===== config.mk =====
export PLATFORM = sky130hd
export DESIGN_NAME = gfgj_ctrl
export DESIGN_NICKNAME = d
export VERILOG_FILES = /design/src/design/gfgj_pkg.sv /design/src/design/gfgj_ctrl.sv
export SDC_FILE = /design/constraint.sdc
export NUM_CORES = 1
export LEC_CHECK = 0
export BUFFER_PORTS_ARGS = -buffer_cell sky130_fd_sc_hd__buf_2
export CORE_MARGIN = 3
export CORE_UTILIZATION = 40
export DETAILED_ROUTE_END_ITERATION = 6
export GPL_TIMING_DRIVEN = 0
export PLACE_DENSITY = 0.54
export SLEW_MARGIN = 5
export SYNTH_ARGS = -nofsm -noshare
export SYNTH_HDL_FRONTEND = slang
export SYNTH_SLANG_ARGS = --single-unit

===== constraint.sdc =====
create_clock -name clk -period 6.16 [get_ports clk]
set_input_delay 0.308 -clock clk [delete_from_list [all_inputs] [get_ports clk]]
set_output_delay 0.308 -clock clk [all_outputs]
set_load 0.03 [all_outputs]

===== src/design/gfgj_pkg.sv =====
package gfgj_pkg;

    localparam int MAX_ROWS = 64;
    localparam int MAX_COLS = 128;
    localparam int ROW_W = $clog2(MAX_ROWS);
    localparam int COL_W = $clog2(MAX_COLS);
    localparam int ADDR_W = ROW_W + COL_W;
    localparam int RCNT_W = $clog2(MAX_ROWS + 1);
    localparam int CCNT_W = $clog2(MAX_COLS + 1);
    localparam int ROWREG_W = 7;
    localparam int COLREG_W = 8;
    localparam int CFG_W = 8;

    localparam logic [1:0] ACT_LOAD = 2'd0;
    localparam logic [1:0] ACT_ELIM = 2'd1;
    localparam logic [1:0] ACT_READ = 2'd2;

    localparam logic CFG_ROWS = 1'b0;
    localparam logic CFG_COLS = 1'b1;

    typedef logic [3:0] gf_t;

    typedef struct packed {
        logic           we;
        logic [ADDR_W-1:0] waddr;
        gf_t            wdata;
        logic           re;
        logic [ADDR_W-1:0] raddr;
    } mem_req_t;

    function automatic gf_t gf_mul(gf_t a, gf_t b);
        gf_t acc;
        gf_t x;
        acc = 4'd0;
        x = a;
        for (int k = 0; k < 4; k++)
        begin
            if (b[k])
                acc = acc ^ x;
            x = {x[2:0], 1'b0} ^ (x[3] ? 4'h3 : 4'h0);
        end
        return acc;
    endfunction

    function automatic gf_t gf_inv(gf_t a);
        case (a)
            4'h1: return 4'h1;
            4'h2: return 4'h9;
            4'h3: return 4'he;
            4'h4: return 4'hd;
            4'h5: return 4'hb;
            4'h6: return 4'h7;
            4'h7: return 4'h6;
            4'h8: return 4'hf;
            4'h9: return 4'h2;
            4'ha: return 4'hc;
            4'hb: return 4'h5;
            4'hc: return 4'ha;
            4'hd: return 4'h4;
            4'he: return 4'h3;
            4'hf: return 4'h8;
            default: return 4'h0;
        endcase
    endfunction

endpackage


===== src/design/gfgj_ctrl.sv =====
module gfgj_ctrl (
    input  logic                         clk,
    input  logic                         rst_n,
    input  logic                         start,
    input  logic [gfgj_pkg::RCNT_W-1:0]  rows,
    input  logic [gfgj_pkg::CCNT_W-1:0]  cols,
    input  gfgj_pkg::gf_t                rdata,
    output gfgj_pkg::mem_req_t           req,
    output logic                         done,
    output logic [gfgj_pkg::RCNT_W-1:0]  rank
);
    import gfgj_pkg::*;

    // Requests are registered: a read passes req_reg and then the RAM output register before its data is valid.
    typedef enum logic [3:0] {
        S_IDLE, S_SRCH, S_SRCHW, S_SWRD, S_SWA, S_SWB,
        S_PIV, S_PIVW, S_SCRD, S_SCW, S_FRD, S_FW, S_ELRD, S_ELW, S_NEXT
    } state_t;

    state_t state_reg;
    logic [RCNT_W-1:0] pr_reg, ir_reg, fr_reg;
    logic [CCNT_W-1:0] pc_reg, jc_reg;
    gf_t inv_reg, f_reg;
    mem_req_t req_reg;
    logic done_reg;

    // scaled pivot-row values from the pivot column on, kept for elimination
    gf_t prow [MAX_COLS];
    gf_t prow_q;

    function automatic logic [ADDR_W-1:0] adr(logic [RCNT_W-1:0] r, logic [CCNT_W-1:0] c);
        return {r[ROW_W-1:0], c[COL_W-1:0]};
    endfunction

    assign req = req_reg;
    assign done = done_reg;
    assign rank = pr_reg;

    // jc_reg holds still through S_FW / S_ELW, so prow_q matches it in S_ELRD
    always_ff @(posedge clk)
    begin
        if (state_reg == S_SCW)
            prow[jc_reg[COL_W-1:0]] <= gf_mul(rdata,
                (jc_reg == pc_reg) ? gf_inv(rdata) : inv_reg);
        prow_q <= prow[jc_reg[COL_W-1:0]];
    end

    always_ff @(posedge clk or negedge rst_n)
    begin
        if (!rst_n)
        begin
            state_reg <= S_IDLE;
            pr_reg <= '0;
            ir_reg <= '0;
            fr_reg <= '0;
            pc_reg <= '0;
            jc_reg <= '0;
            inv_reg <= '0;
            f_reg <= '0;
            req_reg <= '0;
            done_reg <= 1'b0;
        end
        else
        begin
            req_reg.we <= 1'b0;
            req_reg.re <= 1'b0;
            done_reg <= 1'b0;
            case (state_reg)
                S_IDLE:
                begin
                    if (start)
                    begin
                        pr_reg <= '0;
                        pc_reg <= '0;
                        state_reg <= S_NEXT;
                    end
                end
                S_NEXT:
                begin
                    if (pr_reg < rows && pc_reg < cols)
                    begin
                        ir_reg <= pr_reg;
                        req_reg.re <= 1'b1;
                        req_reg.raddr <= adr(pr_reg, pc_reg);
                        state_reg <= S_SRCHW;
                    end
                    else
                    begin
                        done_reg <= 1'b1;
                        state_reg <= S_IDLE;
                    end
                end
                S_SRCHW: state_reg <= S_SRCH;
                S_SRCH:
                begin
                    if (rdata != 4'd0)
                    begin
                        fr_reg <= ir_reg;
                        jc_reg <= '0;
                        state_reg <= (ir_reg == pr_reg) ? S_PIV : S_SWRD;
                    end
                    else if (ir_reg + 1'b1 >= rows)
                    begin
                        pc_reg <= pc_reg + 1'b1;
                        state_reg <= S_NEXT;
                    end
                    else
                    begin
                        ir_reg <= ir_reg + 1'b1;
                        req_reg.re <= 1'b1;
                        req_reg.raddr <= adr(ir_reg + 1'b1, pc_reg);
                        state_reg <= S_SRCHW;
                    end
                end
                S_SWRD:
                begin
                    req_reg.re <= 1'b1;
                    req_reg.raddr <= adr(pr_reg, jc_reg);
                    state_reg <= S_SWA;
                end
                S_SWA:
                begin
                    req_reg.re <= 1'b1;
                    req_reg.raddr <= adr(fr_reg, jc_reg);
                    state_reg <= S_SWB;
                end
                S_SWB:
                begin
                    // rdata holds pivot-row entry; next cycle found-row entry
                    req_reg.we <= 1'b1;
                    req_reg.waddr <= adr(fr_reg, jc_reg);
                    req_reg.wdata <= rdata;
                    state_reg <= S_PIVW;
                end
                S_PIVW:
                begin
                    req_reg.we <= 1'b1;
                    req_reg.waddr <= adr(pr_reg, jc_reg);
                    req_reg.wdata <= rdata;
                    if (jc_reg + 1'b1 >= cols)
                    begin
                        jc_reg <= '0;
                        state_reg <= S_PIV;
                    end
                    else
                    begin
                        jc_reg <= jc_reg + 1'b1;
                        state_reg <= S_SWRD;
                    end
                end
                S_PIV:
                begin
                    req_reg.re <= 1'b1;
                    req_reg.raddr <= adr(pr_reg, pc_reg);
                    jc_reg <= pc_reg;
                    state_reg <= S_SCRD;
                end
                S_SCRD:
                begin
                    // wait state; rdata valid in S_SCW for read issued last
                    state_reg <= S_SCW;
                end
                S_SCW:
                begin
                    if (jc_reg == pc_reg)
                        inv_reg <= gf_inv(rdata);
                    req_reg.we <= 1'b1;
                    req_reg.waddr <= adr(pr_reg, jc_reg);
                    req_reg.wdata <= gf_mul(rdata,
                        (jc_reg == pc_reg) ? gf_inv(rdata) : inv_reg);
                    if (jc_reg + 1'b1 >= cols)
                    begin
                        ir_reg <= '0;
                        state_reg <= S_FRD;
                    end
                    else
                    begin
                        jc_reg <= jc_reg + 1'b1;
                        req_reg.re <= 1'b1;
                        req_reg.raddr <= adr(pr_reg, jc_reg + 1'b1);
                        state_reg <= S_SCRD;
                    end
                end
                S_FRD:
                begin
                    if (ir_reg >= rows)
                    begin
                        pr_reg <= pr_reg + 1'b1;
                        pc_reg <= pc_reg + 1'b1;
                        state_reg <= S_NEXT;
                    end
                    else if (ir_reg == pr_reg)
                        ir_reg <= ir_reg + 1'b1;
                    else
                    begin
                        req_reg.re <= 1'b1;
                        req_reg.raddr <= adr(ir_reg, pc_reg);
                        jc_reg <= pc_reg;
                        state_reg <= S_FW;
                    end
                end
                S_FW:
                begin
                    state_reg <= S_ELRD;
                end
                S_ELRD:
                begin
                    if (jc_reg == pc_reg)
                        f_reg <= rdata;
                    if ((jc_reg == pc_reg) ? (rdata == 4'd0) : (f_reg == 4'd0))
                    begin
                        ir_reg <= ir_reg + 1'b1;
                        state_reg <= S_FRD;
                    end
                    else
                    begin
                        req_reg.we <= 1'b1;
                        req_reg.waddr <= adr(ir_reg, jc_reg);
                        req_reg.wdata <= rdata ^ gf_mul((jc_reg == pc_reg) ? rdata : f_reg,
                                                        prow_q);
                        if (jc_reg + 1'b1 >= cols)
                        begin
                            ir_reg <= ir_reg + 1'b1;
                            state_reg <= S_FRD;
                        end
                        else
                        begin
                            jc_reg <= jc_reg + 1'b1;
                            req_reg.re <= 1'b1;
                            req_reg.raddr <= adr(ir_reg, jc_reg + 1'b1);
                            state_reg <= S_ELW;
                        end
                    end
                end
                S_ELW: state_reg <= S_ELRD;
                default: state_reg <= S_IDLE;
            endcase
        end
    end

endmodule


==> summary.md, run 1 <==
| Metric | Value |
|---|---|
| R2R setup slack | just over 0.7 ns |
| Largest register FFs | just over 500 |
| Max-slew violation count | 0 |
| Final setup vio count | 0 |
| YS warnings | 0 |
| Diode count | 0 |
| Fill cells | roughly 5600 |
| Tot GR Track Use | about a quarter |
| CTS clk-pin slew, worst paths | 0.07 ns |
| Critical R2R Capture | req[10] |
| Share of cells above drive strength 1 | 12.53% |
| Flop pwr share | 39.5% |
| Final cell count without fillers | 2913 |
| Register bit count reported by yosys | between 500 and 600 |
| CP Launch Point | jc_reg[0] |
| Outcome | complete, no violations |
| Yosys top cell by area | edfxtp_1 |
| RSZ-0062 raised after global routing | false |
| Antenna violations before repair | 0 |
| Worst hold path class | in -> reg |
| Internal power | between 10 and 15 mW |
| Clock buffer depth | 3 |
| Leakage | around 10 nW |
| PortBufs | 60 |
| Setup Fix Bufs, Post-CTS | 0 |
| Worst Setup Slack, final | between 0.7 and 0.8 ns |
| Net Sw Frac | 36.84% |
| Final Util | 46.73% |
| Vias | about 18000 |
| Psw | 6.287 mW |
| Rows | between 90 and 100 |
| Count leader, synth | edfxtp_1 |
| Storage cell area | 17480 um2 |
| Worst Skew | 0.03803 ns |
| Cell family with the largest share of critical-path delay | simple AND/OR/NAND/NOR gates |
| Die ar. | 67580 um2 |
| Placed insts | approximately 2800 |
| Worst-Margin Slew | roughly 1.4 ns |
| Die height | between 200 and 300 um |
| Launching point of the worst reg2reg path | jc_reg[0] |
| CP endpoint | req[10] |
| Dominant cells by area after synthesis | edfxtp_1, dfrtp_1, a22oi_1 |
| # DRC | 0 |
| Setup WS pre-CTS | approximately 0.47 ns |
| Required @ worst endpoint | 6.67 ns |
| CTS root buf | clkbuf_16 |
| Setup TNS | 0 ns |
| Final period util | about 88% |
| PD cells | 575.8 nW/um2 |
| Fmax | around 180 MHz |
| Net Count, Synth | about 2000 |
| RePlAce Congestion | between 0.8 and 0.9 |
| Crit Path Category | reg -> reg |
| Vias in the first global route | roughly 17000 |
| Distinct cells, synth | 78 |
| Max-Cap Viols | 0 |
| Startpoint Class | register |
| Routed len/inst | around 28 um |
| GR Overflow Total | 0 |
| FF-to-FF path depth | 15 |
| Clk Latency, worst-skew pair | roughly 0.65 ns |
| First-pass GRT wire length | 118.5 mm |
| Min Hold Slack | between 0.07 and 0.08 ns |
| Synth top area share | around three fifths |
| TritonCTS Buffers | 61 |
| Final nets | 2083 |
| Cell Area, Synth | ~26000 um2 |
| Worst EP arrival | slightly below 6 ns |
| Part of the power in combinational logic | about two fifths |
| Layout overhead on the synthesized area | 14.88% |
| Max IR drop VDD | approximately 0.0004 V |
| Total Wirelength | between 80 and 90 mm |
| Clk sinks | roughly 600 |
| Iter 0 DRT Violations | 1876 |
| Syn_area_per_cell | 13.75 um2 |
| Max FO, Critical Path | 10 |
| Area of the multi-input gates | roughly 7700 um2 |
| Number of flops mapped to enable cells by yosys | roughly 510 |
| Worst setup EP type | register |
| CTS tree | done |
| Remaining antenna violation count | 0 |
| Vias per cell | 6.040 |
| CP cell instances | buf_2 > and3_1 > clkbuf_1 > clkbuf_2 > nand2_1 > xnor2_1 > ha_1 > a2111oi_0 > nor2b_1 > o21ai_0 > and2_1 > nor2_1 > nor3_4 > buf_6 > mux2_4 |
| CP peak stage delay | roughly 0.63 ns |
| Dominant synthesized flop cell | edfxtp_1 |
| Final min period | approximately 5.4 ns |
| Detailed Place HPWL | 55.43 mm |
| H-tree depth | 2 |
| Core area | 63430 um2 |
| Clk pwr share | around 22% |
| Critical path depth | 15 |
| Io pins | 62 |
| Synth async-reset ratio | a little over an eighth |
| 1st-pass router iterations | 6 |
| Starting density of the core | between 40 and 50% |
| Sequential area share after synthesis | roughly two thirds |
| Synth Instances | between 1500 and 2000 |
| Final hold viol count | 0 |
| Bufs and invs on worst path | 4 |
| Synth top cells by count | edfxtp_1, a22oi_1, nor2_1, nand2_1, dfrtp_1 |
| DIE WIDTH | around 260 um |
| Rel. slew slack | about 6% |
| Largest net degree at the start of global routing | 46 |
| Crit-path slowest cell | a2111oi_0 |
## cell usage in the layout, fill, tap and decap left out, types with 25 or more instances in the layout
cell type / count
buf_1: 27
ha_1: 44
nand3_1: 32
a22o_1: 51
a221oi_1: 35
clkbuf_1: 79
a21oi_1: 45
buf_2: 84
a22oi_1: 207
nor2_1: 179
nand2_1: 101
dfrtp_1: 81
nand4_1: 62
o21ai_0: 71
edfxtp_1: 512
mux2_2: 25
clkbuf_16: 62
inv_1: 37
## power groups by stage
stage	registers (mW)	clock network (mW)	logic [mW]
2_1_floorplan	7.16	0	3.09
3_3_place_gp	6.72	0	4.88
3_5_place_dp	6.82	0	6.64
4_1_cts	6.73	3.72	6.66
5_1_grt	6.76	3.89	7.09
6_report	6.74	3.68	6.64
## per-stage QoR
step	total power, mW	instance area (um2)
5_1_grt	17.74	29640
2_1_floorplan	10.25	25830
6_report	17.07	29640
3_3_place_gp	11.60	27190
4_1_cts	17.12	29630
3_5_place_dp	13.45	27640
## cell families (layout without fill, tap and decap cells)
group / after synthesis / count (layout) / synth area share, %
muxes: 45 / 45 / 2.241
buffers and inverters: 167 / 358 / 2.803
adders and majority gates: 44 / 44 / 2.134
AOI/OAI and AO/OA: 515 / 515 / 14.37
xor gates and xnor gates: 59 / 59 / 2.410
and+or+nand+nor: 449 / 449 / 8.284
DFF: 597 / 597 / 67.76
## per-layer routing
metal,GRT usage (%),part of all wire [%],vias up
li1,-,-,7663
met1,32.57,41,8984
met2,38.82,48,784
met3,3.408,7.2,163
met4,8.362,3.7,0
met5,0,0,-
## how the worst min path moves through the flow
stage | start | to | depth (start not counted)
after floorplan | rst_n | done | 0
after global placement | inv_reg[1] | inv_reg[1] | 2
after detailed placement | rst_n | ir_reg[2] | 1
after CTS | rdata[3] | f_reg[3] | 3
after global routing | rdata[3] | f_reg[3] | 3
final | rdata[3] | f_reg[3] | 3
## what timing repair did
| action | in CTS | in global routing |
|---|---|---|
| endpoints found under the setup margin | 0 | 8 |
| resized for setup | 0 | 3 |
| hold endpoints to repair | 44 | 0 |
| hold buffers | 1 | 0 |
## worst reg2reg max path: cells and delay by family (launching register included)
kind,cells,cell delay (ns)
AO/OA/AOI/OAI,2,0.83
XOR/XNOR,1,0.37
AND/OR/NAND/NOR,6,1.66
multiplexers,1,0.31
flip-flops,1,0.37
adder cells (fa/ha/maj),1,0.33
buffers and inverters,4,1.47
## area by class of cell
class / count / area share [%]
sequential: 597 / 58.99
multi-input combinational: 1112 / 25.91
clock buffer: 82 / 5.657
tap: 846 / 3.572
timing repair buffer: 78 / 2.406
buffer: 129 / 1.963
clock inverter: 31 / 1.026
inverter: 38 / 0.4813
(Power assumes the default switching activity.)
==> run 2, diff against run 1 <==
--- a/config.mk
+++ b/config.mk
@@ -10,7 +10,7 @@
 export CORE_UTILIZATION = 40
 export DETAILED_ROUTE_END_ITERATION = 6
 export GPL_TIMING_DRIVEN = 0
-export PLACE_DENSITY = 0.54
+export PLACE_DENSITY = 0.56
 export SLEW_MARGIN = 5
 export SYNTH_ARGS = -nofsm -noshare
 export SYNTH_HDL_FRONTEND = slang
==> run 2 against run 1 <==
Worst setup slack lost 0.14 ns; count of clock-buffer cells in the layout decreased by 13; combinational power down 0.9%; hold slack improved by 0.019 ns; maximum frequency shrank 2.4%; non-clock buffer count stayed put; highest routed layer is now met5; first-iteration DRC count grew 27%; global-route usage is 0.38 points lower; final cell count fell by 0.10%; via count rose by 0.13%; routed wire length fell by 2.1%; largest power group unchanged.
==> summary.md, run 2 (synthesis results as in run 1) <==
| Metric | Value |
|---|---|
| Die ar. | 67580 um2 |
| Final nets | 2082 |
| Vias | 17620 |
| Leakage | between 9 and 10 nW |
| Routed len/inst | 27.34 um |
| Clock buffer depth | 3 |
| Setup Fix Bufs, Post-CTS | 0 |
| Storage cell area | roughly 17000 um2 |
| Share of cells above drive strength 1 | 12.26% |
| 1st-pass router iterations | 6 |
| Iter 0 DRT Violations | roughly 2400 |
| Final cell count without fillers | between 2000 and 3000 |
| Psw | about 6.3 mW |
| PortBufs | 60 |
| Clk sinks | roughly 600 |
| Diode count | 0 |
| Part of the power in combinational logic | between 30 and 40% |
| Largest register FFs | slightly above 500 |
| Most frequent cells in the layout | edfxtp_1, a22oi_1, nor2_1 |
| Final setup vio count | 0 |
| Flop pwr share | between 30% and 40% |
| Worst-Margin Slew | between 1 and 1.5 ns |
| Starting density of the core | roughly two fifths |
| Rel. slew slack | under 10% |
| Area of the multi-input gates | between 7000 and 8000 um2 |
| Placed insts | between 2000 and 3000 |
| Max-slew violation count | 0 |
| RSZ-0062 raised after global routing | false |
| Rows | approximately 90 |
| Total Wirelength | a little under 80 mm |
| Max-Cap Viols | 0 |
| Vias per cell | 6.054 |
| Final period util | around 90% |
| Worst EP arrival | about 6.2 ns |
| Internal power | approximately 11 mW |
| Clk Latency, worst-skew pair | roughly 0.65 ns |
| CP peak stage delay | around 0.69 ns |
| Fill cells | 5611 |
| Final hold viol count | 0 |
| Core area | around 63000 um2 |
| Vias in the first global route | around 17000 |
| Cell family with the largest share of critical-path delay | compound AO/OA/AOI/OAI gates |
| Worst hold path class | in -> reg |
| Remaining antenna violation count | 0 |
| Max IR drop VDD | 0.0003903 V |
| Net Sw Frac | 36.97% |
| CTS clk-pin slew, worst paths | approximately 0.060 ns |
| Power Total | about 17 mW |
| Setup TNS | 0 ns |
| Io pins | 62 |
| Die height | approximately 260 um |
| Clk pwr share | between 20% and 30% |
| First-pass GRT wire length | 116.3 mm |
| Crit Path Category | reg -> reg |
| Fmax | roughly 180 MHz |
| Post-CTS Resized | 0 |
| PD cells | roughly 570 nW/um2 |
| Hold buffers post-CTS | 1 |
| RePlAce Congestion | 0.8940 |
| CTS root buf | clkbuf_16 |
| Antenna violations before repair | 1 |
| Max FO, Critical Path | 10 |
| CP cell instances | buf_2 > and3_1 > clkbuf_1 > clkbuf_1 > nand2_1 > xnor2_1 > ha_1 > a2111oi_0 > nor2b_1 > o21ai_0 > and2_1 > o31ai_1 > a21oi_1 > o21ai_0 > mux2_4 |
| # DRC | 0 |
| Final min period | between 5 and 6 ns |
| H-tree depth | 2 |
| Layout overhead on the synthesized area | 14.67% |
| Commonest non-fill, non-tap cell in the layout | edfxtp_1 |
| CTS tree | done |
| Bufs and invs on worst path | 3 |
| Required @ worst endpoint | slightly below 7 ns |
| TritonCTS Buffers | 60 |
| Crit-path slowest cell | o31ai_1 |
| Largest net degree at the start of global routing | 44 |
| GR Overflow Total | 0 |
| Worst setup EP type | register |
| Outcome | complete, no violations |
| Startpoint Class | register |
| Worst Skew | ~0.03 ns |
| Detailed Place HPWL | approximately 55 mm |
| Tot GR Track Use | around a quarter |
| DIE WIDTH | 260.0 um |
==> run 2: cell count changes in the layout (fill, tap and decap cells not counted), moves of 2 or more <==
| cell | before | now |
|---|---|---|
| clkinv_1 | 11 | 17 |
| bufinv_16 | 4 | 6 |
| clkbuf_8 | 5 | 0 |
| clkbuf_1 | 79 | 74 |
| clkbuf_16 | 62 | 60 |
==> run 2: path summary, 6_finish.rpt <==
| check | cells past startpoint | slack [ns] | start | end |
|---|---|---|---|---|
| hold reg to reg | 2 | 0.50 | inv_reg[1] | inv_reg[1] |
| hold / removal | 3 | 0.1 | rdata[3] | f_reg[3] |
| min in group asynchronous | 2 | 0.21 | rst_n | req[8] |
| setup reg to reg | 15 | 0.58 | jc_reg[0] | req[12] |
| max in group asynchronous | 3 | 5.32 | rst_n | done |
| setup / recovery | 15 | 0.58 | jc_reg[0] | req[12] |
==> run 2: stage by stage <==
stage	worst slack (ns)	cell area [um2]	utilization, %	hold WS [ns]
6_report	0.5776	29580	46.64	0.09700
2_1_floorplan	1.361	25830	-	0.01241
3_3_place_gp	-2.376	27190	42.86	0.4726
4_1_cts	0.5966	29580	46.64	0.07273
3_5_place_dp	0.6150	27630	43.56	0.3444
5_1_grt	0.1803	29580	46.64	0.1156
==> run 2: final cells by class <==
type | instances | area share, %
Buffer | 129 | 1.962
Clock buffer | 69 | 5.189
Clock inverter | 41 | 1.387
Inverter | 38 | 0.4822
Multi-Input combinational cell | 1112 | 25.92
Sequential cell | 597 | 59.09
Tap cell | 846 | 3.578
Timing Repair Buffer | 78 | 2.385
==> run 2: worst min-delay path, stage by stage <==
cell	delay, ns
buf_2	0.11
inv_2	0.10
o21ai_0	0.18
==> run 2: power groups by stage <==
stage | sequential (mW) | clock [mW] | combinational, mW
final | 6.74 | 3.66 | 6.58
after global routing | 6.76 | 3.86 | 7.02
after CTS | 6.74 | 3.70 | 6.57
after detailed placement | 6.82 | 0 | 6.55
after global placement | 6.74 | 0 | 4.82
after floorplan | 7.16 | 0 | 3.09
==> run 2: per-layer routing <==
metal	up-vias	track usage, %	wire, um
li1	7643	-	-
met1	8935	30.63	31950
met2	850	38.64	37920
met3	187	4.080	6158
met4	2	9.561	3509
met5	-	0	13
==> run 3, diff against run 2 <==
--- a/config.mk
+++ b/config.mk
@@ -5,11 +5,14 @@
 export SDC_FILE = /design/constraint.sdc
 export NUM_CORES = 1
 export LEC_CHECK = 0
+export ABC_AREA = 1
 export BUFFER_PORTS_ARGS = -buffer_cell sky130_fd_sc_hd__buf_2
+export CAP_MARGIN = 20
 export CORE_MARGIN = 3
 export CORE_UTILIZATION = 40
 export DETAILED_ROUTE_END_ITERATION = 6
 export GPL_TIMING_DRIVEN = 0
+export MAX_ROUTING_LAYER = met4
 export PLACE_DENSITY = 0.56
 export SLEW_MARGIN = 5
 export SYNTH_ARGS = -nofsm -noshare
==> run 3 against run 2 <==
Worst setup slack improved by 0.026 ns; final area is 0.86% higher; count of clock-buffer cells in the layout increased by 1; die area grew 1.1%; highest routed layer is now met4; maximum frequency up 0.46%; area after synthesis increased by 1.1%.
==> summary.md, run 3 <==
| Metric | Value |
|---|---|
| Syn_area_per_cell | 11.46 um2 |
| Final nets | ~2500 |
| Diode count | 0 |
| Worst EP arrival | between 6 and 7 ns |
| Gr busiest metal | met2 |
| Layout overhead on the synthesized area | 14.42% |
| Starting density of the core | between 40% and 50% |
| Net Count, Synth | 2341 |
| First-pass GRT wire length | approximately 130 mm |
| Largest register FFs | between 500 and 600 |
| Outcome | complete, no violations |
| M2 GR Usage | between 40% and 50% |
| Post-CTS Resized | 0 |
| Power Total | roughly 17 mW |
| TritonCTS Buffers | between 60 and 70 |
| Share of cells above drive strength 1 | between 10% and 20% |
| Total Wirelength | roughly 90 mm |
| Synth Instances | 2275 |
| Net Sw Frac | between 30% and 40% |
| Startpoint Class | register |
| Iter 0 DRT Violations | 2726 |
| Most frequent cells in the layout | edfxtp_1, nand2_1, nor2_1 |
| Register bit count reported by yosys | between 500 and 600 |
| YS warnings | 0 |
| Synth Area in Compound Gates | 9.341% |
| Remaining antenna violation count | 0 |
| Clk pwr share | between 20% and 30% |
| Worst Hold End | req[17] |
| Rel. slew slack | 18.40% |
| Detailed Place HPWL | just under 60 mm |
| Clk Latency, worst-skew pair | between 0.6 and 0.7 ns |
| Internal power | between 10 and 15 mW |
| Vias per cell | about 5.8 |
| Max FO, Critical Path | 10 |
| Leakage | between 10 and 15 nW |
| Worst hold path class | in -> reg |
| Antenna violations before repair | 1 |
| Mux contribution to synthesized area | 0% |
| Rows | just over 90 |
| CTS root buf | clkbuf_16 |
| Sequential area share after synthesis | between 60% and 70% |
| Vias in the first global route | about 19000 |
| Synth Area in Simple Gates | 16.06% |
| FF-to-FF path depth | 19 |
| Final hold viol count | 0 |
| Adder-cell share of the synthesized area | about 2.1% |
| Crit Path Category | reg -> reg |
| 1st-pass router iterations | 6 |
| Final min period | between 5 and 6 ns |
| Critical R2R Capture | req[11] |
| Distinct cells, synth | between 50 and 60 |
| Yosys top cell by area | edfxtp_1 |
| Final period util | approximately 90% |
| Met3 global-route usage | under 10% |
| Synth top cells by count | edfxtp_1, nand2_1, nor2_1, inv_1, o21ai_0 |
| Clock buffer depth | 3 |
| Max-Cap Viols | 0 |
| Cell Area, Synth | roughly 26000 um2 |
| Fmax | roughly 180 MHz |
| Max-slew violation count | 0 |
| Design Area, Final | 29840 um2 |
| Worst-Margin Slew | around 1.2 ns |
| Routed len/inst | roughly 27 um |
| Worst Skew | 0.04124 ns |
| Largest net degree at the start of global routing | 76 |
| Post-DP Area | roughly 28000 um2 |
| Flop pwr share | 40.4% |
| Required @ worst endpoint | between 6 and 7 ns |
| Core area | between 60000 and 70000 um2 |
| Dominant cells by area after synthesis | edfxtp_1, dfrtp_1, nand2_1 |
| H-tree depth | 2 |
| Final setup vio count | 0 |
| Worst Min Path Start | rdata[3] |
| Worst hold path depth | 3 |
| Launching point of the worst reg2reg path | jc_reg[0] |
| Xor and xnor area share after synthesis | around 1.2% |
| Tot GR Track Use | a little over a quarter |
| R2R setup slack | ~0.60 ns |
| GR Overflow Total | 0 |
| RePlAce Congestion | roughly 0.93 |
| Placed insts | between 3000 and 4000 |
| CTS clk-pin slew, worst paths | approximately 0.070 ns |
| Grt met1 use | between 30% and 40% |
| Number of flops mapped to enable cells by yosys | 512 |
| Synth top area share | 58.96% |
| CTS tree | done |
| Part of the power in combinational logic | 37.6% |
| Die ar. | just under 70000 um2 |
| # DRC | 0 |
| PortBufs | 59 |
| Psw | between 6 and 7 mW |
| Commonest non-fill, non-tap cell in the layout | edfxtp_1 |
| DIE WIDTH | between 200 and 300 um |
| Synth async-reset ratio | roughly 14% |
| Count leader, synth | edfxtp_1 |
| Largest family of logic cells by synthesized area | simple AND/OR/NAND/NOR gates |
| Clk sinks | between 500 and 600 |
| RSZ-0062 raised after global routing | false |
| Vias | slightly below 20000 |
| Die height | 261.3 um |
| Dominant synthesized flop cell | edfxtp_1 |
| Worst setup EP type | register |
| Io pins | 62 |
| PD cells | 575.9 nW/um2 |
| Max IR drop VDD | 0.0006216 V |
| Final cell count without fillers | approximately 3300 |
## run 3: power by group through the flow
stage	Sequential, mW	Combinational, mW	Clock, mW
2_1_floorplan	7.15	3.27	0
3_3_place_gp	6.01	4.70	0
3_5_place_dp	7.02	6.41	0
4_1_cts	6.94	6.42	3.80
5_1_grt	6.96	6.96	3.97
6_report	6.94	6.47	3.78
## run 3: cell type report
class                   instances  area (um2)
fillers                      5834       33930
well taps                     846        1059
repair buffers                 79       640.6
multi-input cells            1411        7497
plain buffers                  88       425.4
inverters                     179       684.4
clock inverters                43       460.4
flip-flops and latches        597       17480
clock buffers                  70        1590
## run 3: worst max path at each step
stage          slack [ns]  cells past startpoint            to      start
2_1_floorplan        2.30                     13    prow[0][2]  jc_reg[0]
3_3_place_gp        -0.54                     12  prow[105][3]   rdata[0]
3_5_place_dp         0.78                     18     jc_reg[6]  jc_reg[0]
4_1_cts              0.74                     19       req[11]  jc_reg[0]
5_1_grt              0.35                     19       req[11]  jc_reg[0]
6_report             0.60                     19       req[11]  jc_reg[0]
## run 3: timing repair
item                      CTS  global route
setup buffers               0             0
hold endpoints to repair   37             0
hold buffers                1             0
## run 3: per-stage QoR
step / setup slack (ns) / setup TNS (ns) / utilization [%] / hold slack, ns
2_1_floorplan: 2.297 / 0 / - / 0.01241
3_3_place_gp: -0.5350 / -184.22 / 43.02 / 0.4565
3_5_place_dp: 0.7761 / 0 / 43.52 / 0.3162
4_1_cts: 0.7401 / 0 / 46.75 / 0.03724
5_1_grt: 0.3526 / 0 / 46.79 / 0.07347
6_report: 0.6032 / 0 / 46.79 / 0.06318
## run 3: worst max-delay path: stages (launching register included)
cell and delay [ns]:
dfrtp_1 0.42, buf_6 0.18, nand3_1 0.39, inv_1 0.18, buf_2 0.46, buf_1 0.75
nand2_1 0.30, xor2_1 0.32, inv_1 0.07, ha_1 0.29, nand2_1 0.09, nor2_1 0.05
a211oi_1 0.23, nand3_1 0.31, inv_1 0.40, clkbuf_1 0.60, nand2_1 0.13, o2111ai_1 0.10
nor2_1 0.07, o211ai_2 0.07
## run 3: routing by layer
layer | vias to the layer above | share of wire [%]
li1 | 8413 | -
met1 | 9596 | 41
met2 | 1172 | 46
met3 | 171 | 10
met4 | 0 | 3.1
met5 | - | 0
## run 3: logic make-up after synthesis
family                   Yosys count
buffers and inverters            267
flip-flops                       597
AO/OA/AOI/OAI                    362
XOR/XNOR                          36
adder cells (fa/ha/maj)           44
AND/OR/NAND/NOR                  969
